File: src/rtl/core/wtdp_pkg.sv
package wtdp_pkg;

    localparam int CordicStepsDefault = 16;
    localparam int CordicStepsMax     = 32;

    localparam logic [7:0] FRAME_START = 8'h53;
    localparam logic [7:0] FRAME_END   = 8'h45;
    localparam logic [7:0] CMD_MOVE    = 8'h01;

    localparam logic [7:0] REG_TURN_MS  = 8'd0;
    localparam logic [7:0] REG_DRIVE_MS = 8'd1;

    localparam logic [9:0]  TURN_MS_RESET  = 10'd10;
    localparam logic [15:0] DRIVE_MS_RESET = 16'd1000;
    localparam logic [15:0] POS_X_RESET    = 16'd0;
    localparam logic [15:0] POS_Y_RESET    = 16'd320;
    localparam logic signed [15:0] HEAD_RESET = 16'sd9000;

    // 90 degrees in 2^-16 centidegree units
    localparam logic signed [32:0] Z_MAX = 33'sd589824000;

    typedef struct packed {
        logic [7:0]  start_byte;
        logic [7:0]  command_code;
        logic [15:0] target_x;
        logic [15:0] target_y;
        logic [7:0]  end_byte;
    } in_item_t;

    typedef struct packed {
        logic signed [15:0] rotation_cdeg;
        logic [15:0]        turn_ms;
        logic [31:0]        drive_ms;
        logic signed [15:0] new_heading_cdeg;
    } out_item_t;

    // start / done pair between the sequencer and each iterative unit
    typedef struct packed {
        logic start;
    } unit_cmd_t;

    typedef struct packed {
        logic done;
    } unit_sts_t;

    // atan(2^-i) in 2^-16 centidegree units
    function automatic logic [31:0] atan_entry(input logic [4:0] i);
        logic [31:0] v;
        begin
            case (i)
                5'd0:  v = 32'd294912000;
                5'd1:  v = 32'd174096719;
                5'd2:  v = 32'd91987925;
                5'd3:  v = 32'd46694507;
                5'd4:  v = 32'd23437865;
                5'd5:  v = 32'd11730358;
                5'd6:  v = 32'd5866610;
                5'd7:  v = 32'd2933484;
                5'd8:  v = 32'd1466764;
                5'd9:  v = 32'd733385;
                5'd10: v = 32'd366693;
                5'd11: v = 32'd183346;
                5'd12: v = 32'd91673;
                5'd13: v = 32'd45837;
                5'd14: v = 32'd22918;
                5'd15: v = 32'd11459;
                5'd16: v = 32'd5730;
                5'd17: v = 32'd2865;
                5'd18: v = 32'd1432;
                5'd19: v = 32'd716;
                5'd20: v = 32'd358;
                5'd21: v = 32'd179;
                5'd22: v = 32'd90;
                5'd23: v = 32'd45;
                5'd24: v = 32'd22;
                5'd25: v = 32'd11;
                5'd26: v = 32'd6;
                5'd27: v = 32'd3;
                5'd28: v = 32'd1;
                5'd29: v = 32'd1;
                default: v = 32'd0;
            endcase
            return v;
        end
    endfunction

endpackage

File: src/rtl/core/wtdp_cordic.sv
module wtdp_cordic #(
    parameter int CORDIC_STEPS = wtdp_pkg::CordicStepsDefault
) (
    input  logic               clk,
    input  logic               rst_n,
    input  wtdp_pkg::unit_cmd_t cmd,
    input  logic [15:0]        mag_x,
    input  logic [15:0]        mag_y,
    output wtdp_pkg::unit_sts_t sts,
    output logic [13:0]        angle_cdeg
);
    import wtdp_pkg::*;

    localparam int CW = $clog2(CORDIC_STEPS + 1);

    logic signed [34:0] x_reg, x_next, y_reg, y_next;
    logic signed [32:0] z_reg, z_next;
    logic [CW-1:0]      cnt_reg, cnt_next;
    logic               run_reg, run_next;
    logic signed [34:0] xs, ys;
    logic signed [32:0] zc, zr;

    always_comb
    begin
        xs       = x_reg >>> cnt_reg;
        ys       = y_reg >>> cnt_reg;
        x_next   = x_reg;
        y_next   = y_reg;
        z_next   = z_reg;
        cnt_next = cnt_reg;
        run_next = run_reg;
        if (cmd.start)
        begin
            x_next   = $signed({5'd0, mag_x, 14'd0});
            y_next   = $signed({5'd0, mag_y, 14'd0});
            z_next   = '0;
            cnt_next = '0;
            run_next = 1'b1;
        end
        else if (run_reg)
        begin
            if (cnt_reg == CW'(CORDIC_STEPS))
            begin
                run_next = 1'b0;
            end
            else
            begin
                if (y_reg > 0)
                begin
                    x_next = x_reg + ys;
                    y_next = y_reg - xs;
                    z_next = z_reg + $signed({1'b0, atan_entry(5'(cnt_reg))});
                end
                else
                begin
                    x_next = x_reg - ys;
                    y_next = y_reg + xs;
                    z_next = z_reg - $signed({1'b0, atan_entry(5'(cnt_reg))});
                end
                cnt_next = cnt_reg + 1'b1;
            end
        end
    end

    always_ff @(posedge clk or negedge rst_n)
    begin
        if (!rst_n)
        begin
            run_reg <= 1'b0;
            cnt_reg <= '0;
        end
        else
        begin
            run_reg <= run_next;
            cnt_reg <= cnt_next;
        end
    end

    always_ff @(posedge clk)
    begin
        x_reg <= x_next;
        y_reg <= y_next;
        z_reg <= z_next;
    end

    // clamp to [0, 90 deg], round half up to centidegrees
    always_comb
    begin
        if (z_reg < 0)
            zc = '0;
        else if (z_reg > Z_MAX)
            zc = Z_MAX;
        else
            zc = z_reg;
        zr = zc + 33'sd32768;
        angle_cdeg = zr[29:16];
    end

    assign sts.done = !run_reg;

endmodule

File: config.mk
export PLATFORM = sky130hd
export DESIGN_NAME = wtdp_cordic
export DESIGN_NICKNAME = d
export VERILOG_FILES = /design/src/rtl/core/wtdp_pkg.sv /design/src/rtl/core/wtdp_cordic.sv
export SDC_FILE = /design/constraint.sdc
export NUM_CORES = 1
export LEC_CHECK = 0
export ABC_AREA = 1
export BUFFER_PORTS_ARGS = -buffer_cell sky130_fd_sc_hd__buf_2
export CORE_ASPECT_RATIO = 0.6
export CORE_MARGIN = 2
export CORE_UTILIZATION = 45
export CTS_CLUSTER_SIZE = 14
export DETAILED_ROUTE_END_ITERATION = 8
export PLACE_DENSITY = 0.71
export SLEW_MARGIN = 20
export SYNTH_ARGS = -nofsm -noshare
export SYNTH_HDL_FRONTEND = slang
export SYNTH_SLANG_ARGS = --single-unit
File: constraint.sdc
create_clock -name clk -period 7.7 [get_ports clk]
set_clock_uncertainty 0.15 [all_clocks]
set_input_delay 1.54 -clock clk [delete_from_list [all_inputs] [get_ports clk]]
set_output_delay 1.54 -clock clk [all_outputs]
set_load 0.1 [all_outputs]
==> summary.txt <==
Outcome
  • Outcome: finished, final reports clean

Logic synthesis
  • Mapped Nets: 3042
  • Post-synth EDFFs: 32
  • Post-Syn Area per Cell: 5.80 um^2
  • Yosys cell types: 62
  • Number of synthesized register bits: 109
  • Yosys warning count: 0
  • Async S/R FF share, synth: 5.50%
  • Syn Inst Count: 2885
  • Ys flop type: dfxtp_1
  • Seq/Total Area, Yosys: 15.1%
  • Synth Cell Area: 0.0167 mm^2

Global route
  • First-pass GRT wire length: 100000 um
  • Total track usage: 33.0%
  • Vias in the first global route: 17600
  • Pin count of the biggest net entering global routing: 83
  • Antenna violations before repair: 0
  • GRT overflow: 0

Clock tree
  • Total setup buffers inserted after CTS: 0
  • CTS Root Cell: clkbuf_16
  • CTS tree: done
  • Post_cts resized: 0
  • Worst-path clk slew: 0.09 ns
  • Clk sinks: 109
  • CTS Buffer Depth: 2
  • Clock latency at the later pin of the worst-skew pair: 0.40 ns
  • Total CTS buffers: 9
  • CTS hold repair buffers: 0
  • H-tree Lvls: 3

Cells and area
  • Diode count: 0
  • Layout cells sized above 1: 5.85%
  • Commonest non-fill, non-tap cells in the layout: nand2_1, nand3_1, inv_1
  • Nets: 3008
  • Reg area: 0.00254 mm^2
  • Most common cell after layout, fill and taps aside: nand2_1
  • Non-filler cells, final: 3332
  • Area growth, synth to finish: 4.23%
  • Filler Cell Count: 3914
  • Multi-input logic area: 0.0126 mm^2

Die
  • Die ar.: 0.0388 mm^2
  • Initial Util: 45.9%
  • Chip Width: 253 um
  • CORE AREA: 0.0365 mm^2
  • Count of standard-cell rows: 54
  • Die Span Y: 153 um
  • Top Ports: 50

Worst setup path
  • CP Class: flip-flop to flip-flop
  • CP arrival: 7.03 ns
  • Worst setup SP type: flip-flop
  • Slowest-stage cell, CP: inv_4
  • Crit. End Element: flip-flop
  • Crit path required time: 7.85 ns
  • CP Max Fanout: 70
  • Max incr delay on CP: 0.53 ns
  • Cell mode on critical path: nand2_1

Drt
  • Post-route DRC: 0
  • Iter 0 DRT Violations: 3008
  • ANT nets after route: 0
  • Vias per Instance: 6.00
  • Final wirelength: 65400 um
  • Routed len/inst: 19.6 um
  • DR vias: 20000
  • 1st-pass router iterations: 6

Hold path
  • Class of the worst hold path: flip-flop to flip-flop

Timing
  • Max-slew violation count: 0
  • Relative slew slack: 30.3%
  • Hold Fails Final Rpt: 0
  • Final Critical Period: 6.88 ns
  • Post-route setup TNS: 0 ns
  • Worst slew pin tran: 1.04 ns
  • Final setup viols: 0
  • Fmax: 0.145 GHz
  • RSZ-0062 raised after global routing: no
  • Tcrit/Tclk final: 89.4%

Flow run
  • Max-cap violation count: 0

Placement
  • RePlAce Congestion: 0.998
  • PortBufs: 49
  • Placed insts: 3316
  • DP HPWL: 51600 um
==> cell usage after synthesis, types with 8 or more instances <==
cell,number,share of area (%)
dfxtp_1,71,8.5
ha_1,119,8.9
nor4_1,18,0.67
xor2_1,69,3.6
nor2_2,12,0.45
o21ai_0,173,5.2
o21bai_1,9,0.40
o211ai_1,13,0.58
clkbuf_1,43,0.96
buf_1,17,0.38
nand2_2,14,0.52
nor3_1,29,0.87
xnor2_1,62,3.2
buf_4,10,0.45
nor2_1,225,5.0
o21ai_1,10,0.30
inv_1,252,5.7
a21oi_1,155,4.6
nand4_1,22,0.82
nand3_1,425,13
buf_6,11,0.74
nand3_2,9,0.54
a21o_1,8,0.36
edfxtp_1,32,5.7
buf_2,28,0.84
a31oi_1,40,1.5
inv_2,14,0.31
nand2_1,888,20
o22ai_1,24,0.90
==> layer usage <==
| layer | vias up | wire length (um) | track usage, % |
|---|---|---|---|
| li1 | 9599 | - | - |
| met4 | 0 | 747 | 4.51 |
| met3 | 63 | 9120 | 10.3 |
| met2 | 1214 | 23800 | 42.5 |
| met5 | - | 0 | 0 |
| met1 | 9102 | 31800 | 52.6 |
==> final cells by class <==
cell class | count | area share, %
timing repair buffer | 65 | 2.09
clock buffer | 10 | 1.37
tap | 476 | 3.41
sequential | 109 | 14.5
clock inverter | 6 | 0.437
inverter | 270 | 5.85
multi-input combinational | 2396 | 72.3
==> path summary, 6_finish.rpt <==
kind | start | endpoint | slack, ns | cells past startpoint
max | cnt_reg[0] | z_reg[31] | 0.82 | 28
min | z_reg[31] | z_reg[31] | 0.33 | 2
max in group asynchronous | rst_n | cnt_reg[2] | 6.41 | 1
min in group asynchronous | rst_n | cnt_reg[0] | 0.81 | 1
max reg2reg | cnt_reg[0] | z_reg[31] | 0.82 | 28
min reg2reg | z_reg[31] | z_reg[31] | 0.33 | 2
==> through the flow <==
step           setup WS, ns  util, %  instance area (um^2)  hold slack [ns]
6_report              0.816     47.8                 17400            0.333
2_1_floorplan          2.30        -                 16700            0.299
5_1_grt               0.567     47.8                 17400            0.362
4_1_cts                1.33     47.8                 17400            0.335
3_3_place_gp           1.29     47.0                 17100            0.322
3_5_place_dp           1.37     47.0                 17100            0.320
==> logic make-up (layout without fill, tap and decap cells) <==
family,after synthesis,count (layout),share of synthesized area [%]
AO/OA/AOI/OAI,475,475,16.2
XOR/XNOR,131,131,6.86
adder cells (fa/ha/maj),122,122,9.25
buffers and inverters,380,351,9.55
flip-flops,109,109,15.1
multiplexers,1,1,0.0598
AND/OR/NAND/NOR,1667,1667,43.0
==> critical path, delay by kind of cell, from the launching register on <==
kind / cells / cell delay (ns)
AND/OR/NAND/NOR: 12 / 1.56
adder cells (fa/ha/maj): 3 / 0.96
buffers and inverters: 4 / 0.89
AO/OA/AOI/OAI: 8 / 2.38
flip-flops: 1 / 0.44
XOR/XNOR: 1 / 0.33
Power is left out: the tool's default activity adds up to more than one toggle a clock period on the data nets, which glitch-free logic cannot reach.
