--- src/rtl/core/wtdp_pkg.sv ---
package wtdp_pkg;

    localparam int CordicStepsDefault = 16;
    localparam int CordicStepsMax     = 32;

    localparam logic [7:0] FRAME_START = 8'h53;
    localparam logic [7:0] FRAME_END   = 8'h45;
    localparam logic [7:0] CMD_MOVE    = 8'h01;

    localparam logic [7:0] REG_TURN_MS  = 8'd0;
    localparam logic [7:0] REG_DRIVE_MS = 8'd1;

    localparam logic [9:0]  TURN_MS_RESET  = 10'd10;
    localparam logic [15:0] DRIVE_MS_RESET = 16'd1000;
    localparam logic [15:0] POS_X_RESET    = 16'd0;
    localparam logic [15:0] POS_Y_RESET    = 16'd320;
    localparam logic signed [15:0] HEAD_RESET = 16'sd9000;

    // 90 degrees in 2^-16 centidegree units
    localparam logic signed [32:0] Z_MAX = 33'sd589824000;

    typedef struct packed {
        logic [7:0]  start_byte;
        logic [7:0]  command_code;
        logic [15:0] target_x;
        logic [15:0] target_y;
        logic [7:0]  end_byte;
    } in_item_t;

    typedef struct packed {
        logic signed [15:0] rotation_cdeg;
        logic [15:0]        turn_ms;
        logic [31:0]        drive_ms;
        logic signed [15:0] new_heading_cdeg;
    } out_item_t;

    // start / done pair between the sequencer and each iterative unit
    typedef struct packed {
        logic start;
    } unit_cmd_t;

    typedef struct packed {
        logic done;
    } unit_sts_t;

    // atan(2^-i) in 2^-16 centidegree units
    function automatic logic [31:0] atan_entry(input logic [4:0] i);
        logic [31:0] v;
        begin
            case (i)
                5'd0:  v = 32'd294912000;
                5'd1:  v = 32'd174096719;
                5'd2:  v = 32'd91987925;
                5'd3:  v = 32'd46694507;
                5'd4:  v = 32'd23437865;
                5'd5:  v = 32'd11730358;
                5'd6:  v = 32'd5866610;
                5'd7:  v = 32'd2933484;
                5'd8:  v = 32'd1466764;
                5'd9:  v = 32'd733385;
                5'd10: v = 32'd366693;
                5'd11: v = 32'd183346;
                5'd12: v = 32'd91673;
                5'd13: v = 32'd45837;
                5'd14: v = 32'd22918;
                5'd15: v = 32'd11459;
                5'd16: v = 32'd5730;
                5'd17: v = 32'd2865;
                5'd18: v = 32'd1432;
                5'd19: v = 32'd716;
                5'd20: v = 32'd358;
                5'd21: v = 32'd179;
                5'd22: v = 32'd90;
                5'd23: v = 32'd45;
                5'd24: v = 32'd22;
                5'd25: v = 32'd11;
                5'd26: v = 32'd6;
                5'd27: v = 32'd3;
                5'd28: v = 32'd1;
                5'd29: v = 32'd1;
                default: v = 32'd0;
            endcase
            return v;
        end
    endfunction

endpackage

--- src/rtl/core/wtdp_div100.sv ---
module wtdp_div100 (
    input  logic               clk,
    input  logic               rst_n,
    input  wtdp_pkg::unit_cmd_t cmd,
    input  logic [32:0]        dividend,
    output wtdp_pkg::unit_sts_t sts,
    output logic [32:0]        quotient
);
    import wtdp_pkg::*;

    // n / 100 = (n / 4) / 25; 1/25 as ceil(2^36 / 25), exact for any 31-bit n / 4
    localparam logic [31:0] Recip25 = 32'd2748779070;

    logic [30:0] n_reg, n_next;
    logic [62:0] p_reg, p_next;
    logic        run_reg, run_next;

    always_comb
    begin
        n_next   = n_reg;
        p_next   = p_reg;
        run_next = run_reg;
        if (cmd.start)
        begin
            n_next   = dividend[32:2];
            run_next = 1'b1;
        end
        else if (run_reg)
        begin
            p_next   = n_reg * Recip25;
            run_next = 1'b0;
        end
    end

    always_ff @(posedge clk or negedge rst_n)
    begin
        if (!rst_n)
            run_reg <= 1'b0;
        else
            run_reg <= run_next;
    end

    always_ff @(posedge clk)
    begin
        n_reg <= n_next;
        p_reg <= p_next;
    end

    assign quotient = {6'd0, p_reg[62:36]};
    assign sts.done = !run_reg;

endmodule

--- config.mk ---
export PLATFORM = sky130hd
export DESIGN_NAME = wtdp_div100
export DESIGN_NICKNAME = d
export VERILOG_FILES = /design/src/rtl/core/wtdp_pkg.sv /design/src/rtl/core/wtdp_div100.sv
export SDC_FILE = /design/constraint.sdc
export NUM_CORES = 1
export LEC_CHECK = 0
export BUFFER_PORTS_ARGS = -buffer_cell sky130_fd_sc_hd__buf_2
export CORE_ASPECT_RATIO = 1.4
export CORE_MARGIN = 2
export CORE_UTILIZATION = 34
export DETAILED_ROUTE_END_ITERATION = 8
export PLACE_DENSITY = 0.47
export SLEW_MARGIN = 20
export SYNTH_ARGS = -nofsm -noshare
export SYNTH_HDL_FRONTEND = slang
export SYNTH_SLANG_ARGS = --single-unit
--- constraint.sdc ---
create_clock -name clk -period 21.2 [get_ports clk]
set_input_delay 2.12 -clock clk [delete_from_list [all_inputs] [get_ports clk]]
set_output_delay 2.12 -clock clk [all_outputs]
set_load 0.01 [all_outputs]
==> results of run 1 <==
[metal layers]
metal	vias up	track usage	share of wire
li1	5437	-	-
met1	5907	0.222	0.39
met2	142	0.376	0.55
met3	53	0.0175	0.019
met4	0	0.0803	0.043
met5	-	0	0
[final cells by class]
class / count / area, sq um
timing repair buffer: 62 / 313
clock inverter: 7 / 58.8
clock buffer: 9 / 225
multi-input combinational: 1062 / 14200
inverter: 604 / 2270
sequential: 59 / 1770
fill: 5413 / 33400
tap: 714 / 893
[placed cells by master, fill, tap and decap left out, types with 3 or more instances in the layout]
cell type / synthesis / final
conb_1: 1 / 6
a21o_1: 29 / 29
nor2_1: 13 / 12
inv_6: 0 / 3
buf_2: 0 / 61
nand4_1: 9 / 9
o21ai_0: 18 / 18
clkbuf_16: 0 / 9
a21oi_1: 58 / 58
edfxtp_1: 58 / 58
a31oi_1: 3 / 3
ha_1: 387 / 387
xnor2_1: 15 / 15
and3_2: 4 / 4
nor3_1: 12 / 12
inv_1: 604 / 604
xor2_1: 16 / 16
fa_1: 373 / 373
o21bai_1: 9 / 9
nand2_1: 41 / 41
o211ai_1: 4 / 4
nand3_1: 11 / 11
[worst min path at each step]
stage | start | to | slack [ps] | depth (start not counted)
4_1_cts | run_reg | p_reg[47] | 850 | 2
3_3_place_gp | run_reg | p_reg[47] | 830 | 2
2_1_floorplan | run_reg | p_reg[36] | 1050 | 2
6_report | run_reg | p_reg[45] | 820 | 2
5_1_grt | run_reg | p_reg[47] | 880 | 2
3_5_place_dp | run_reg | p_reg[47] | 840 | 2
[worst min-delay path: cells and delay by family, from the launching register on]
kind	cells	cell delay, ps
buffers and inverters	1	100
flip-flops	1	360
AND/OR/NAND/NOR	1	150
[stage by stage]
| step | std cells | hold WS [ps] | setup slack, ps | instance area (sq um) |
|---|---|---|---|---|
| after floorplan | 1731 | 1050 | 14370 | 18300 |
| after global placement | 2501 | 825 | 13310 | 19500 |
| after detailed placement | 2501 | 842 | 13280 | 19500 |
| after CTS | 2517 | 852 | 13280 | 19800 |
| after global routing | 2517 | 884 | 13040 | 19800 |
| final | 2517 | 821 | 13310 | 19800 |
[logic make-up after synthesis]
group                      share of synthesized area
AOI/OAI and AO/OA                             0.0579
xor gates and xnor gates                      0.0148
adders and majority gates                      0.673
buffers and inverters                          0.126
DFF                                           0.0965
muxes                                       0.000547
other                                       0.000205
and+or+nand+nor                               0.0309
==> impl_metrics.ini, run 1 <==
[floorplan]
core_area_sq_um = 53200
num_rows = 100
start_util = 0.344
dieWidth_microns = 200
ioPinCount = 70
die_y_microns = 278
design.die.area_sq_um = 55700

[placed_design]
port_buffers = 61
gp_congestion = 0.920
dp_hpwl_microns = 46100

[synth]
synth_flop_cell = edfxtp_1
yosys-top-cells-area = fa_1 (41%), ha_1 (26%), inv_1 (12%)
netlist_top_cells_count = inv_1 (604), ha_1 (387), fa_1 (373)
synth_top_area_frac = 0.408
syn_area_per_cell_sq_um = 10.6
yosysWarnings = 0
synth_area_sq_um = 18300
synthArstFlopShare = 0.0169
synthCells = 1726
ys_seq_area_frac = 0.0965
synth_top_cell_by_area = fa_1
ys_types = 62
synth-seq-cells = 59
yosysMostFrequentCell = inv_1
synth_edf_count = 58

[clock_network]
cts_resized = 0
postCtsSetupBuffers = 0
clkSlewWorstSetupHoldPaths_ps = 60
cts-root-buf = clkbuf_16
h-tree-depth = 3
cts.sinks = 59
cts_buffers = 9
clock_latency_ps = 390
cts_hold_buffers = 0
clock_path_buffers = 2
cts_tree = done

[worst_setup_path]
start_kind = register
setup.worst_path.start = n_reg[10]
rr_startpoint = n_reg[10]
cp_max_fo = 10
cpPeakStageDelay_ps = 660
cp-endpoint = p_reg[60]
critPathMostFrequentCell = fa_1
cp.arrival_ps = 8010
crit_family = adder cells
r2r_cells = 23
r2r-end = p_reg[60]
cp.depth = 23
crit_slowest_cell = edfxtp_1
cp-end-kind = register
path_buf_inv = 6
r2r_slack_ps = 13310
worstSetupPathType = register to register
cp.required_ps = 21320
path_cells = ha_1 -> inv_1 -> fa_1 -> inv_1 -> fa_1 -> inv_1 -> fa_1 -> inv_1 -> fa_1 -> fa_1 -> fa_1 -> inv_1 -> fa_1 -> inv_1 -> ha_1 -> and4_4 -> o2111ai_4 -> nor3_1 -> a211oi_2 -> a21oi_4 -> a311oi_4 -> o311ai_2 -> xor2_1

[drt]
via_count = 11500
totalWireLength_microns = 50200
vias_per_cell = 4.58
drt_first_pass_iters = 4
wire_per_inst_microns = 20.0
drc = 0
route.antenna.remaining_nets = 0
drt_iter0_drc = 419

[sta]
setup_viol = 0
rsz0062_at_grt = false
hold_viol_final = 0
setup_tns_ps = 0
drv_slew = 0
finalCritPeriodShare = 0.372
slew-limit-headroom = 0.438
period_minus_slack_ps = 7890
clock_skew_ps = 10.4
max_freq_mhz = 127
tightest_slew_ps = 841

[status]
status = complete, no violations

[grt]
antenna_found_initial = 0
gr-total-overflow = 0
grt_pass1_wl_microns = 79600
gr-usage-all-layers = 0.197
grt_max_degree = 34
grt_pass1_vias = 13600

[finish]
antennaDiodeCount = 0
drive_gt1_frac = 0.0560
area_growth_pct = 8.04
largest_reg_flops = 31
final_util = 0.372
fin_nets = 2594

[hold_path]
hp-class = register to register

[flow_run]
cap_violations = 0
Power of run 1 is not shown: default switching activity piles up to over one toggle a cycle in this logic, so the estimate is an artifact.
==> run 2: changes to the inputs <==
--- a/config.mk
+++ b/config.mk
@@ -5,6 +5,7 @@
 export SDC_FILE = /design/constraint.sdc
 export NUM_CORES = 1
 export LEC_CHECK = 0
+export ABC_AREA = 1
 export BUFFER_PORTS_ARGS = -buffer_cell sky130_fd_sc_hd__buf_2
 export CORE_ASPECT_RATIO = 1.4
 export CORE_MARGIN = 2
==> constraint.sdc (replaced) <==
create_clock -name clk -period 7.9 [get_ports clk]
set_input_delay 0.79 -clock clk [delete_from_list [all_inputs] [get_ports clk]]
set_output_delay 0.79 -clock clk [all_outputs]
set_load 0.01 [all_outputs]
==> run 2 against run 1 <==
  * Maximum frequency increased by 15%
  * Global-route usage increased by 2.1 points
  * Largest cell class unchanged
  * Sequential cell count unchanged
==> impl_metrics.ini, run 2 <==
[finish]
antennaDiodeCount = 0
largest_reg_flops = 31
num-fill-cells = 6090
fin_nets = 3246
drive_gt1_frac = 0.0538
final_cell_mix = inv_1 (795), nand2_1 (433), ha_1 (387)
final_util = 0.370
layout_commonest_cell = inv_1
area_growth_pct = 7.73

[sta]
setup_tns_ps = 0
setup_viol = 0
max_freq_mhz = 145
clock_skew_ps = 12.4
finalCritPeriodShare = 0.871
tightest_slew_ps = 811
period_minus_slack_ps = 6880
hold_viol_final = 0
rsz0062_at_grt = false
slew-limit-headroom = 0.459
drv_slew = 0

[synth]
synth_top_area_frac = 0.366
ys_types = 31
synth-seq-cells = 59
yosys-top-cells-area = fa_1 (37%), ha_1 (24%), inv_1 (15%)
ys_seq_area_frac = 0.0865
yosysWarnings = 0
synth_area_sq_um = 20400
yosysMostFrequentCell = inv_1
synthArstFlopShare = 0.0169
netlist_top_cells_count = inv_1 (795), nand2_1 (433), ha_1 (387)
syn_area_per_cell_sq_um = 8.61
synth_top_cell_by_area = fa_1
synth_edf_count = 58
synthCells = 2373
synth_flop_cell = edfxtp_1

[worst_setup_path]
path_buf_inv = 7
r2r_cells = 24
r2r-end = p_reg[55]
r2r_slack_ps = 1020
setup.worst_path.start = n_reg[5]
cp.required_ps = 8060
worstSetupPathType = register to register
path_cells = inv_1 -> fa_1 -> inv_1 -> ha_1 -> fa_1 -> inv_1 -> fa_1 -> inv_1 -> fa_1 -> fa_1 -> fa_1 -> inv_1 -> fa_1 -> inv_1 -> ha_1 -> nand2_1 -> nor2_1 -> inv_1 -> o21bai_1 -> nand2_1 -> nand2_1 -> nand2_1 -> nand4_1 -> nand2_1
cpPeakStageDelay_ps = 720
cp_max_fo = 7
cp.arrival_ps = 7040
cp-end-kind = register
cp-endpoint = p_reg[55]
rr_startpoint = n_reg[5]
crit_slowest_cell = edfxtp_1
crit_family = adder cells
cp.depth = 24
start_kind = register

[drt]
drt_iter0_drc = 541
via_count = 14600
route.antenna.remaining_nets = 0
drc = 0
vias_per_cell = 4.54
wire_per_inst_microns = 19.6
totalWireLength_microns = 63000
drt_first_pass_iters = 5

[clock_network]
clkSlewWorstSetupHoldPaths_ps = 60
clock_path_buffers = 2
cts_buffers = 9
cts_tree = done
h-tree-depth = 3
postCtsSetupBuffers = 0
cts_resized = 0
cts.sinks = 59
clock_latency_ps = 410
cts_hold_buffers = 0
cts-root-buf = clkbuf_16

[grt]
grt_pass1_vias = 16200
gr-total-overflow = 0
antenna_found_initial = 0
gr-usage-all-layers = 0.219
grt_pass1_wl_microns = 97800
grt_max_degree = 34

[floorplan]
num_rows = 106
core_area_sq_um = 59500
design.die.area_sq_um = 62100
die_y_microns = 294
start_util = 0.343
dieWidth_microns = 211
ioPinCount = 70

[hold_path]
hp-class = input pin to async pin

[flow_run]
cap_violations = 0

[status]
status = complete, no violations

[placed_design]
port_buffers = 61
dp_hpwl_microns = 57300
gp_congestion = 0.944
==> run 2: cell types whose count changed after synthesis, moves of 7 or more <==
cell,before,now
a21o_1,29,1
inv_1,604,795
nand2_1,41,433
nand2_2,0,14
nand3_1,11,52
nor2_1,13,91
nor2_2,0,12
nor3_1,12,3
nor3_2,0,7
xnor2_1,15,4
xor2_1,16,3
==> run 2: worst min-delay path by stage <==
stage	startpoint	end	slack, ps	cells after the start
2_1_floorplan	rst_n	run_reg	490	0
3_3_place_gp	rst_n	run_reg	570	1
3_5_place_dp	rst_n	run_reg	570	1
4_1_cts	rst_n	run_reg	130	1
5_1_grt	rst_n	run_reg	140	1
6_report	rst_n	run_reg	150	1
==> run 2: metrics by stage <==
stage	setup slack [ps]	hold slack, ps	cells	cell area [sq um]
after floorplan	1960	494	2378	20400
after global placement	1050	566	3195	21700
after detailed placement	1050	569	3195	21700
after CTS	967	131	3211	22000
after global routing	699	137	3211	22000
final	1020	148	3211	22000
==> run 2: layout make-up <==
| cell class | count | area, sq um | share of cell area |
|---|---|---|---|
| flip-flops and latches | 59 | 1770 | 0.0803 |
| clock inverters | 7 | 81.3 | 0.00370 |
| clock buffers | 9 | 225 | 0.0102 |
| repair buffers | 67 | 350 | 0.0159 |
| inverters | 801 | 3010 | 0.137 |
| well taps | 756 | 946 | 0.0430 |
| multi-input cells | 1512 | 15600 | 0.710 |
==> run 2: logic make-up (layout without fill, tap and decap cells) <==
| kind of cell | Yosys count | after routing | share of synthesized area |
|---|---|---|---|
| AOI/OAI and AO/OA | 102 | 102 | 0.0274 |
| xor gates and xnor gates | 7 | 7 | 0.00300 |
| buffers and inverters | 807 | 884 | 0.149 |
| and+or+nand+nor | 637 | 637 | 0.131 |
| DFF | 59 | 59 | 0.0865 |
| adders and majority gates | 760 | 760 | 0.603 |
| other | 1 | 6 | 0.000184 |
==> run 2: routing by layer <==
metal / up-vias / part of all wire / GRT usage
li1: 7131 / - / -
met1: 7072 / 0.38 / 0.241
met2: 275 / 0.54 / 0.409
met3: 102 / 0.026 / 0.0226
met4: 0 / 0.059 / 0.119
met5: - / 0 / 0
Power of run 2 is left out for the same reason.
