--- src/rtl/core/wtdp_pkg.sv ---
package wtdp_pkg;

    localparam int CordicStepsDefault = 16;
    localparam int CordicStepsMax     = 32;

    localparam logic [7:0] FRAME_START = 8'h53;
    localparam logic [7:0] FRAME_END   = 8'h45;
    localparam logic [7:0] CMD_MOVE    = 8'h01;

    localparam logic [7:0] REG_TURN_MS  = 8'd0;
    localparam logic [7:0] REG_DRIVE_MS = 8'd1;

    localparam logic [9:0]  TURN_MS_RESET  = 10'd10;
    localparam logic [15:0] DRIVE_MS_RESET = 16'd1000;
    localparam logic [15:0] POS_X_RESET    = 16'd0;
    localparam logic [15:0] POS_Y_RESET    = 16'd320;
    localparam logic signed [15:0] HEAD_RESET = 16'sd9000;

    // 90 degrees in 2^-16 centidegree units
    localparam logic signed [32:0] Z_MAX = 33'sd589824000;

    typedef struct packed {
        logic [7:0]  start_byte;
        logic [7:0]  command_code;
        logic [15:0] target_x;
        logic [15:0] target_y;
        logic [7:0]  end_byte;
    } in_item_t;

    typedef struct packed {
        logic signed [15:0] rotation_cdeg;
        logic [15:0]        turn_ms;
        logic [31:0]        drive_ms;
        logic signed [15:0] new_heading_cdeg;
    } out_item_t;

    // start / done pair between the sequencer and each iterative unit
    typedef struct packed {
        logic start;
    } unit_cmd_t;

    typedef struct packed {
        logic done;
    } unit_sts_t;

    // atan(2^-i) in 2^-16 centidegree units
    function automatic logic [31:0] atan_entry(input logic [4:0] i);
        logic [31:0] v;
        begin
            case (i)
                5'd0:  v = 32'd294912000;
                5'd1:  v = 32'd174096719;
                5'd2:  v = 32'd91987925;
                5'd3:  v = 32'd46694507;
                5'd4:  v = 32'd23437865;
                5'd5:  v = 32'd11730358;
                5'd6:  v = 32'd5866610;
                5'd7:  v = 32'd2933484;
                5'd8:  v = 32'd1466764;
                5'd9:  v = 32'd733385;
                5'd10: v = 32'd366693;
                5'd11: v = 32'd183346;
                5'd12: v = 32'd91673;
                5'd13: v = 32'd45837;
                5'd14: v = 32'd22918;
                5'd15: v = 32'd11459;
                5'd16: v = 32'd5730;
                5'd17: v = 32'd2865;
                5'd18: v = 32'd1432;
                5'd19: v = 32'd716;
                5'd20: v = 32'd358;
                5'd21: v = 32'd179;
                5'd22: v = 32'd90;
                5'd23: v = 32'd45;
                5'd24: v = 32'd22;
                5'd25: v = 32'd11;
                5'd26: v = 32'd6;
                5'd27: v = 32'd3;
                5'd28: v = 32'd1;
                5'd29: v = 32'd1;
                default: v = 32'd0;
            endcase
            return v;
        end
    endfunction

endpackage

--- src/rtl/core/wtdp_isqrt.sv ---
module wtdp_isqrt (
    input  logic               clk,
    input  logic               rst_n,
    input  wtdp_pkg::unit_cmd_t cmd,
    input  logic [63:0]        radicand,
    output wtdp_pkg::unit_sts_t sts,
    output logic [31:0]        root
);
    import wtdp_pkg::*;

    logic [63:0] v_reg, v_next, res_reg, res_next, bit_reg, bit_next;
    logic        run_reg, run_next;
    logic [63:0] trial;

    always_comb
    begin
        trial    = res_reg + bit_reg;
        v_next   = v_reg;
        res_next = res_reg;
        bit_next = bit_reg;
        run_next = run_reg;
        if (cmd.start)
        begin
            v_next   = radicand;
            res_next = '0;
            bit_next = 64'h4000_0000_0000_0000;
            run_next = 1'b1;
        end
        else if (run_reg)
        begin
            if (bit_reg == '0)
            begin
                run_next = 1'b0;
            end
            else
            begin
                if (v_reg >= trial)
                begin
                    v_next   = v_reg - trial;
                    res_next = (res_reg >> 1) + bit_reg;
                end
                else
                begin
                    res_next = res_reg >> 1;
                end
                bit_next = bit_reg >> 2;
            end
        end
    end

    always_ff @(posedge clk or negedge rst_n)
    begin
        if (!rst_n)
            run_reg <= 1'b0;
        else
            run_reg <= run_next;
    end

    always_ff @(posedge clk)
    begin
        v_reg   <= v_next;
        res_reg <= res_next;
        bit_reg <= bit_next;
    end

    assign root     = res_reg[31:0];
    assign sts.done = !run_reg;

endmodule

--- config.mk ---
export PLATFORM = sky130hd
export DESIGN_NAME = wtdp_isqrt
export DESIGN_NICKNAME = d
export VERILOG_FILES = /design/src/rtl/core/wtdp_pkg.sv /design/src/rtl/core/wtdp_isqrt.sv
export SDC_FILE = /design/constraint.sdc
export NUM_CORES = 1
export LEC_CHECK = 0
export BUFFER_PORTS_ARGS = -buffer_cell sky130_fd_sc_hd__buf_2
export CAP_MARGIN = 20
export CORE_MARGIN = 1.5
export CORE_UTILIZATION = 55
export DETAILED_ROUTE_END_ITERATION = 6
export GPL_TIMING_DRIVEN = 0
export PLACE_DENSITY = 0.73
export SETUP_SLACK_MARGIN = 0.05
export SYNTH_ARGS = -nofsm -noshare
export SYNTH_HDL_FRONTEND = slang
export SYNTH_SLANG_ARGS = --single-unit
export TNS_END_PERCENT = 5
--- constraint.sdc ---
create_clock -name clk -period 21.3 [get_ports clk]
set_clock_uncertainty 0.05 [all_clocks]
set_input_delay 1.065 -clock clk [delete_from_list [all_inputs] [get_ports clk]]
set_output_delay 1.065 -clock clk [all_outputs]
set_load 0.03 [all_outputs]
==> flow_metrics.py, run 1 <==
metrics = {
    "flow_run": {
        "cap_violations": 0,
    },
    "drt": {
        "via_count": 16300,
        "viasPerCell": 6.38,
        "wl_per_cell_um": 21.2,
        "postRouteAntennaNets": 0,
        "drt_first_pass_iters": 7,
        "drc_errors": 0,
        "wl_um": 54300,
        "drt_iter0_drc": 1731,
    },
    "cells_and_area": {
        "nNetsFinal": 2366,
        "layout-drive-gt1-share_pct": 11.2,
        "final_common_cell": "nand2_1",
        "design_area_um2": 17200,
        "layout.cells.most_common_list": "nand2_1, nor2_1, a21oi_1",
        "diodes": 0,
        "final_util_pct": 62.0,
        "area_growth_pct": 10.6,
    },
    "critical_path": {
        "endpoint": "v_reg[28]$_DFFE_PP_",
        "startpoint": "res_reg[34]$_SDFFE_PP0P_",
        "path_cells": "ha_1 > nand4_1 > a2111oi_0 > nand2_1 > nor3_1 > o21ai_1 > a21oi_1 > o41ai_2 > o21bai_1 > a31oi_1 > xnor2_1 > ha_1 > nand4_1 > nor3_2 > nand4_1 > or3_1 > nand4_1 > a31o_4 > nor2_2 > buf_6 > clkbuf_1 > o21ai_4 > buf_12",
        "reg2reg_slack_ns": 13.10,
        "rr_endpoint": "v_reg[28]$_DFFE_PP_",
        "worstSetupPathType": "flop to flop",
        "cp_slowest_stage_delay_ns": 0.86,
        "worst-path-max-fanout": 27,
        "worstRegToRegCells": 23,
        "crit_buf_inv": 3,
        "crit_slowest_cell": "a2111oi_0",
        "arrival_ns": 8.29,
        "endpoint_kind": "flop",
        "critPathLaunchType": "flop",
        "worst_path_most_repeated_cell": "nand4_1",
        "r2r-start": "res_reg[34]$_SDFFE_PP0P_",
        "crit_cells": 23,
        "cp.required_ns": 21.38,
        "cp_top_family": "compound AO/OA/AOI/OAI gates",
    },
    "clock_network": {
        "numCtsBuffers": 17,
        "clock_latency_ns": 0.45,
        "cts_setup_buffers": 0,
        "clkSlewWorstSetupHoldPaths_ns": 0.08,
        "clock_path_buffers": 2,
        "clock_sinks": 161,
        "ctsResizeCount": 0,
        "h-tree-depth": 4,
        "cts_hold_buffers": 0,
        "tritoncts": "yes",
        "cts-root-buf": "clkbuf_16",
    },
    "floorplan": {
        "ios": 100,
        "die_width_um": 171,
        "fp.dieH_um": 171,
        "start_util_pct": 56.0,
        "die_area_um2": 29300,
        "core-area_um2": 27800,
        "num_rows": 61,
    },
    "grt": {
        "grt_start_max_net_pins": 28,
        "grt_pass1_vias": 15200,
        "grt_usage_pct": 37.0,
        "grt_pass1_wl_um": 83200,
        "antenna_found_initial": 0,
        "gr-total-overflow": 0,
    },
    "timing": {
        "finalHoldViolCount": 0,
        "holdWs_ns": 0.335,
        "fmax_mhz": 122,
        "setup_violations": 0,
        "finalSetupTns_ns": 0,
        "period_share_pct": 38.5,
        "slew_headroom_pct": 39.2,
        "rsz0062_at_grt": "no",
        "maxSlewViolCount": 0,
        "finalCriticalPeriod_ns": 8.20,
        "tightestPinTransition_ns": 0.889,
    },
    "synthesis": {
        "synth-main-ff-cell": "dfxtp_1",
        "synthArstFlopShare_pct": 0.621,
        "avgSynthCellArea_um2": 7.60,
        "synthDistinctLibCells": 89,
        "syn-num-nets": 2246,
        "syn-cell-area_um2": 15600,
        "synthCells": 2048,
        "ys_seq_area_share_pct": 24.9,
        "ys_seq_elements": 161,
        "synth_edf_count": 64,
        "yosysWarnings": 0,
    },
    "placed_design": {
        "dpl.hpwl_um": 41800,
        "gp_congestion": 0.987,
        "port_buffers": 98,
        "placed_area_um2": 16600,
    },
    "min_path": {
        "hold_class": "input pin to asynchronous set/reset pin",
    },
    "power": {
        "finalPower_uw": 3050,
        "ir_worst_vdd_mv": 0.100,
        "leakage_uw": 0.00670,
        "pwr_density_cell_nw_per_um2": 177,
    },
    "outcome": {
        "status": "complete, no violations",
    },
}
-- how the worst min path moves through the flow --
stage	start	end	slack, ns	cells past startpoint
after detailed placement	bit_reg[42]$_SDFFE_PP0P_	bit_reg[40]$_SDFFE_PP0P_	0.46	2
after global routing	rst_n	run_reg$_DFF_PN0_	0.33	1
after global placement	bit_reg[24]$_SDFFE_PP0P_	bit_reg[22]$_SDFFE_PP0P_	0.46	2
after floorplan	bit_reg[62]$_SDFFE_PP1P_	bit_reg[62]$_SDFFE_PP1P_	0.42	2
final	rst_n	run_reg$_DFF_PN0_	0.34	1
after CTS	rst_n	run_reg$_DFF_PN0_	0.33	1
-- routing by layer --
metal  GRT usage, %  routed length [um]  share of wire (%)  up-vias
met4           18.1                2620                4.8        0
met5              0                   0                  0        -
met1           47.1               22800                 42     7646
met2           61.6               25000                 46      768
li1               -                   -                  -     7751
met3           4.97                3950                7.3      155
-- cell usage after synthesis, types with 15 or more instances --
cell type	n	area, um2
a211oi_1	38	285
a21o_1	35	263
a21oi_1	172	861
a311oi_1	15	131
a31oi_1	62	388
and3_1	19	119
buf_2	24	120
buf_4	37	278
clkbuf_1	84	315
dfxtp_1	96	1920
edfxtp_1	64	1920
ha_1	130	1630
inv_1	44	165
nand2_1	267	1000
nand2b_1	15	93.8
nand3_1	38	190
nand4_1	55	344
nor2_1	173	649
nor2b_1	16	100
nor3_1	39	195
o21a_1	16	120
o21ai_0	169	846
o21ai_1	34	170
o21bai_1	27	203
or3_1	23	144
xnor2_1	72	631
xor2_1	76	666
-- report_power, final --
group | internal, uW | total [uW] | switching, uW
registers | 480 | 596 | 116
clock network | 194 | 338 | 144
logic | 764 | 2110 | 1350
-- through the flow --
stage          cells  setup slack, ns
2_1_floorplan   2048            11.55
5_1_grt         2559            12.77
3_5_place_dp    2527            13.49
3_3_place_gp    2524             6.49
6_report        2559            13.10
4_1_cts         2559            13.42
-- cell type report --
type / count / area [um2]
sequential: 161 / 3870
multi-input combinational: 1689 / 10800
fill: 2685 / 10600
tap: 378 / 473
clock buffer: 22 / 507
inverter: 44 / 165
timing repair buffer: 101 / 546
clock inverter: 10 / 120
buffer: 154 / 779
-- cell families after synthesis --
kind of cell    count (synthesis)  share of synthesized area, %
compound gates                689                          28.0
simple gates                  705                          21.1
xor+xnor                      148                          8.33
buf+inv                       198                          6.07
flops                         161                          24.9
fa+ha+maj                     131                          10.6
mux                            16                          1.06
Note: power is estimated with default switching activity, not from simulation.
==> inputs of run 2 (changes only) <==
- ABC_AREA: default -> 1
- PLACE_DENSITY: 0.73 -> 0.76
- clock period: 21.3 -> 7.3 ns (I/O delays scaled with it)
==> flow_metrics.py, run 2 <==
metrics = {
    "outcome": {
        "status": "complete, but fails checks",
        "violations": "design-rule violations",
    },
    "synthesis": {
        "ys_seq_elements": 161,
        "synth-main-ff-cell": "dfxtp_1",
        "ys_seq_area_share_pct": 19.7,
        "synthCells": 3473,
        "syn-num-nets": 3671,
        "synth_most_common_cell": "nand2_1",
        "avgSynthCellArea_um2": 5.65,
        "synth_area_leaders": "nand2_1, inv_1, dfxtp_1, edfxtp_1, ha_1",
        "synth_top_area_share_pct": 22.2,
        "synth_edf_count": 64,
        "synth_top_area_cell": "nand2_1",
        "yosysWarnings": 0,
        "syn-cell-area_um2": 19600,
        "synthArstFlopShare_pct": 0.621,
        "synth_top_cells_by_count": "nand2_1, inv_1, nor2_1",
        "synthDistinctLibCells": 44,
    },
    "drt": {
        "via_count": 23600,
        "drt_first_pass_iters": 7,
        "viasPerCell": 5.81,
        "drc_errors": 4,
        "wl_per_cell_um": 20.0,
        "wl_um": 81100,
        "postRouteAntennaNets": 0,
        "drt_iter0_drc": 2829,
    },
    "clock_network": {
        "clock_latency_ns": 0.48,
        "numCtsBuffers": 17,
        "tritoncts": "yes",
        "clock_sinks": 161,
        "cts_hold_buffers": 1,
        "cts_setup_buffers": 0,
        "clkSlewWorstSetupHoldPaths_ns": 0.08,
        "cts-root-buf": "clkbuf_16",
        "h-tree-depth": 4,
        "clock_path_buffers": 2,
        "ctsResizeCount": 0,
    },
    "grt": {
        "grt_start_max_net_pins": 52,
        "grtUsageMet3_pct": 7.66,
        "grt_pass1_vias": 22500,
        "antenna_found_initial": 0,
        "grt_pass1_wl_um": 121000,
        "gr-total-overflow": 0,
        "met1_usage_pct": 51.1,
        "gr-usage-met2_pct": 71.7,
        "grt_usage_pct": 44.0,
        "top_usage_layer": "met2",
    },
    "timing": {
        "finalCriticalPeriod_ns": 5.70,
        "period_share_pct": 78.1,
        "holdWs_ns": 0.107,
        "rsz0062_at_grt": "no",
        "fmax_mhz": 175,
        "finalHoldViolCount": 0,
        "maxSlewViolCount": 0,
        "finalSetupTns_ns": 0,
        "setup_violations": 0,
        "tightestPinTransition_ns": 1.16,
        "slew_headroom_pct": 23.0,
    },
    "min_path": {
        "hold_class": "input pin to flop",
    },
    "cells_and_area": {
        "final_util_pct": 60.4,
        "final_common_cell": "nand2_1",
        "final_cells": 4067,
        "diodes": 0,
        "nNetsFinal": 3791,
        "layout.cells.most_common_list": "nand2_1, inv_1, nor2_1",
        "design_area_um2": 21300,
        "fill_cells": 3587,
        "layout-drive-gt1-share_pct": 6.71,
        "area_growth_pct": 8.72,
    },
    "placed_design": {
        "placed_cells": 4034,
        "port_buffers": 99,
        "gp_congestion": 1.12,
        "dpl.hpwl_um": 67000,
        "placed_area_um2": 20700,
    },
    "floorplan": {
        "die_width_um": 192,
        "num_rows": 69,
        "core-area_um2": 35300,
        "fp.dieH_um": 192,
        "start_util_pct": 55.6,
        "ios": 100,
        "die_area_um2": 36800,
    },
    "critical_path": {
        "worst_path_most_repeated_cell": "nand2_1",
        "arrival_ns": 5.80,
        "cp_top_family": "simple AND/OR/NAND/NOR gates",
        "crit_buf_inv": 3,
        "crit_slowest_cell": "dfxtp_1",
        "endpoint_kind": "flop",
        "cp.required_ns": 7.40,
        "worst-path-max-fanout": 51,
        "cp_slowest_stage_delay_ns": 0.61,
        "worstSetupPathType": "flop to flop",
        "path_cells": "ha_1 > nand2_1 > o21ai_1 > nor2_1 > nand2_1 > o21ai_1 > o21ai_1 > nand2_1 > nand2_1 > nand3_1 > nand3_1 > nand2_1 > ha_1 > nand2_1 > nor2_1 > nand2_1 > nor3_2 > nand2_4 > nand2_4 > buf_6 > buf_6 > nand2_1 > nand2_4 > buf_16",
        "critPathLaunchType": "flop",
    },
    "power": {
        "pwr_density_cell_nw_per_um2": 410,
        "ir_worst_vdd_mv": 0.293,
        "leakage_uw": 0.00991,
    },
    "flow_run": {
        "cap_violations": 0,
    },
}
==> run 2: cell types whose count changed after synthesis, sizes merged, moves of 26 or more <==
cell	previous run	this run
a211oi	42	3
nor2	174	396
a31oi	62	7
nand3	38	307
clkbuf	86	31
xor2	76	43
inv	44	548
nand2	267	1165
o22ai	5	31
==> run 2: cell families after synthesis <==
group | Yosys count | synth area share, %
compound gates | 459 | 12.7
fa+ha+maj | 131 | 8.39
simple gates | 1998 | 42.2
flops | 161 | 19.7
xor+xnor | 90 | 4.02
buf+inv | 634 | 13.0
==> run 2: report_power, final <==
part | switching [uW] | internal (uW) | total, uW
logic | 4110 | 1960 | 6070
registers | 366 | 1350 | 1720
clock network | 488 | 461 | 949
total | 4970 | 3770 | 8740
==> run 2: layout make-up <==
cell class              count  area (um2)  area share [%]
clock buffers              17         425            1.99
flip-flops and latches    161        3870            18.1
clock inverters            15         169           0.791
inverters                 549        2060            9.66
multi-input cells        2678       13200            61.9
plain buffers              85         498            2.33
well taps                 461         577            2.70
repair buffers            101         533            2.50
==> run 2: final timing paths <==
kind / slack [ns] / start / end / cells past startpoint
min in group asynchronous: 0.14 / rst_n / run_reg$_DFF_PN0_ / 2
min: 0.11 / radicand[63] / v_reg[63]$_DFFE_PP_ / 3
max reg2reg: 1.60 / res_reg[10]$_SDFFE_PP0P_ / v_reg[21]$_DFFE_PP_ / 24
max in group asynchronous: 6.97 / rst_n / run_reg$_DFF_PN0_ / 2
max: 1.60 / res_reg[10]$_SDFFE_PP0P_ / v_reg[21]$_DFFE_PP_ / 24
min reg2reg: 0.47 / res_reg[0]$_SDFFE_PP0P_ / res_reg[0]$_SDFFE_PP0P_ / 2
==> run 2: metrics by stage <==
stage	setup WS, ns	total power [uW]
final	1.60	8740
after global routing	1.33	9330
after CTS	1.81	8500
after detailed placement	1.84	7530
after global placement	0.0960	7410
after floorplan	2.15	5770
==> run 2: metal layers <==
| layer | wire, um | vias up | part of all wire [%] |
|---|---|---|---|
| li1 | - | 11300 | - |
| met1 | 30200 | 10600 | 37 |
| met2 | 36400 | 1377 | 45 |
| met3 | 7400 | 334 | 9.1 |
| met4 | 7200 | 0 | 8.9 |
| met5 | 0 | - | 0 |
==> run 2: worst register-to-register path, cell delays in order (launching register included) <==
cell,delay (ns)
dfxtp_1,0.61
ha_1,0.30
nand2_1,0.10
o21ai_1,0.29
nor2_1,0.07
nand2_1,0.07
o21ai_1,0.09
o21ai_1,0.37
nand2_1,0.12
nand2_1,0.19
nand3_1,0.28
nand3_1,0.16
nand2_1,0.11
ha_1,0.40
nand2_1,0.13
nor2_1,0.20
nand2_1,0.16
nor3_2,0.25
nand2_4,0.16
nand2_4,0.13
buf_6,0.17
buf_6,0.19
nand2_1,0.17
nand2_4,0.23
buf_16,0.30
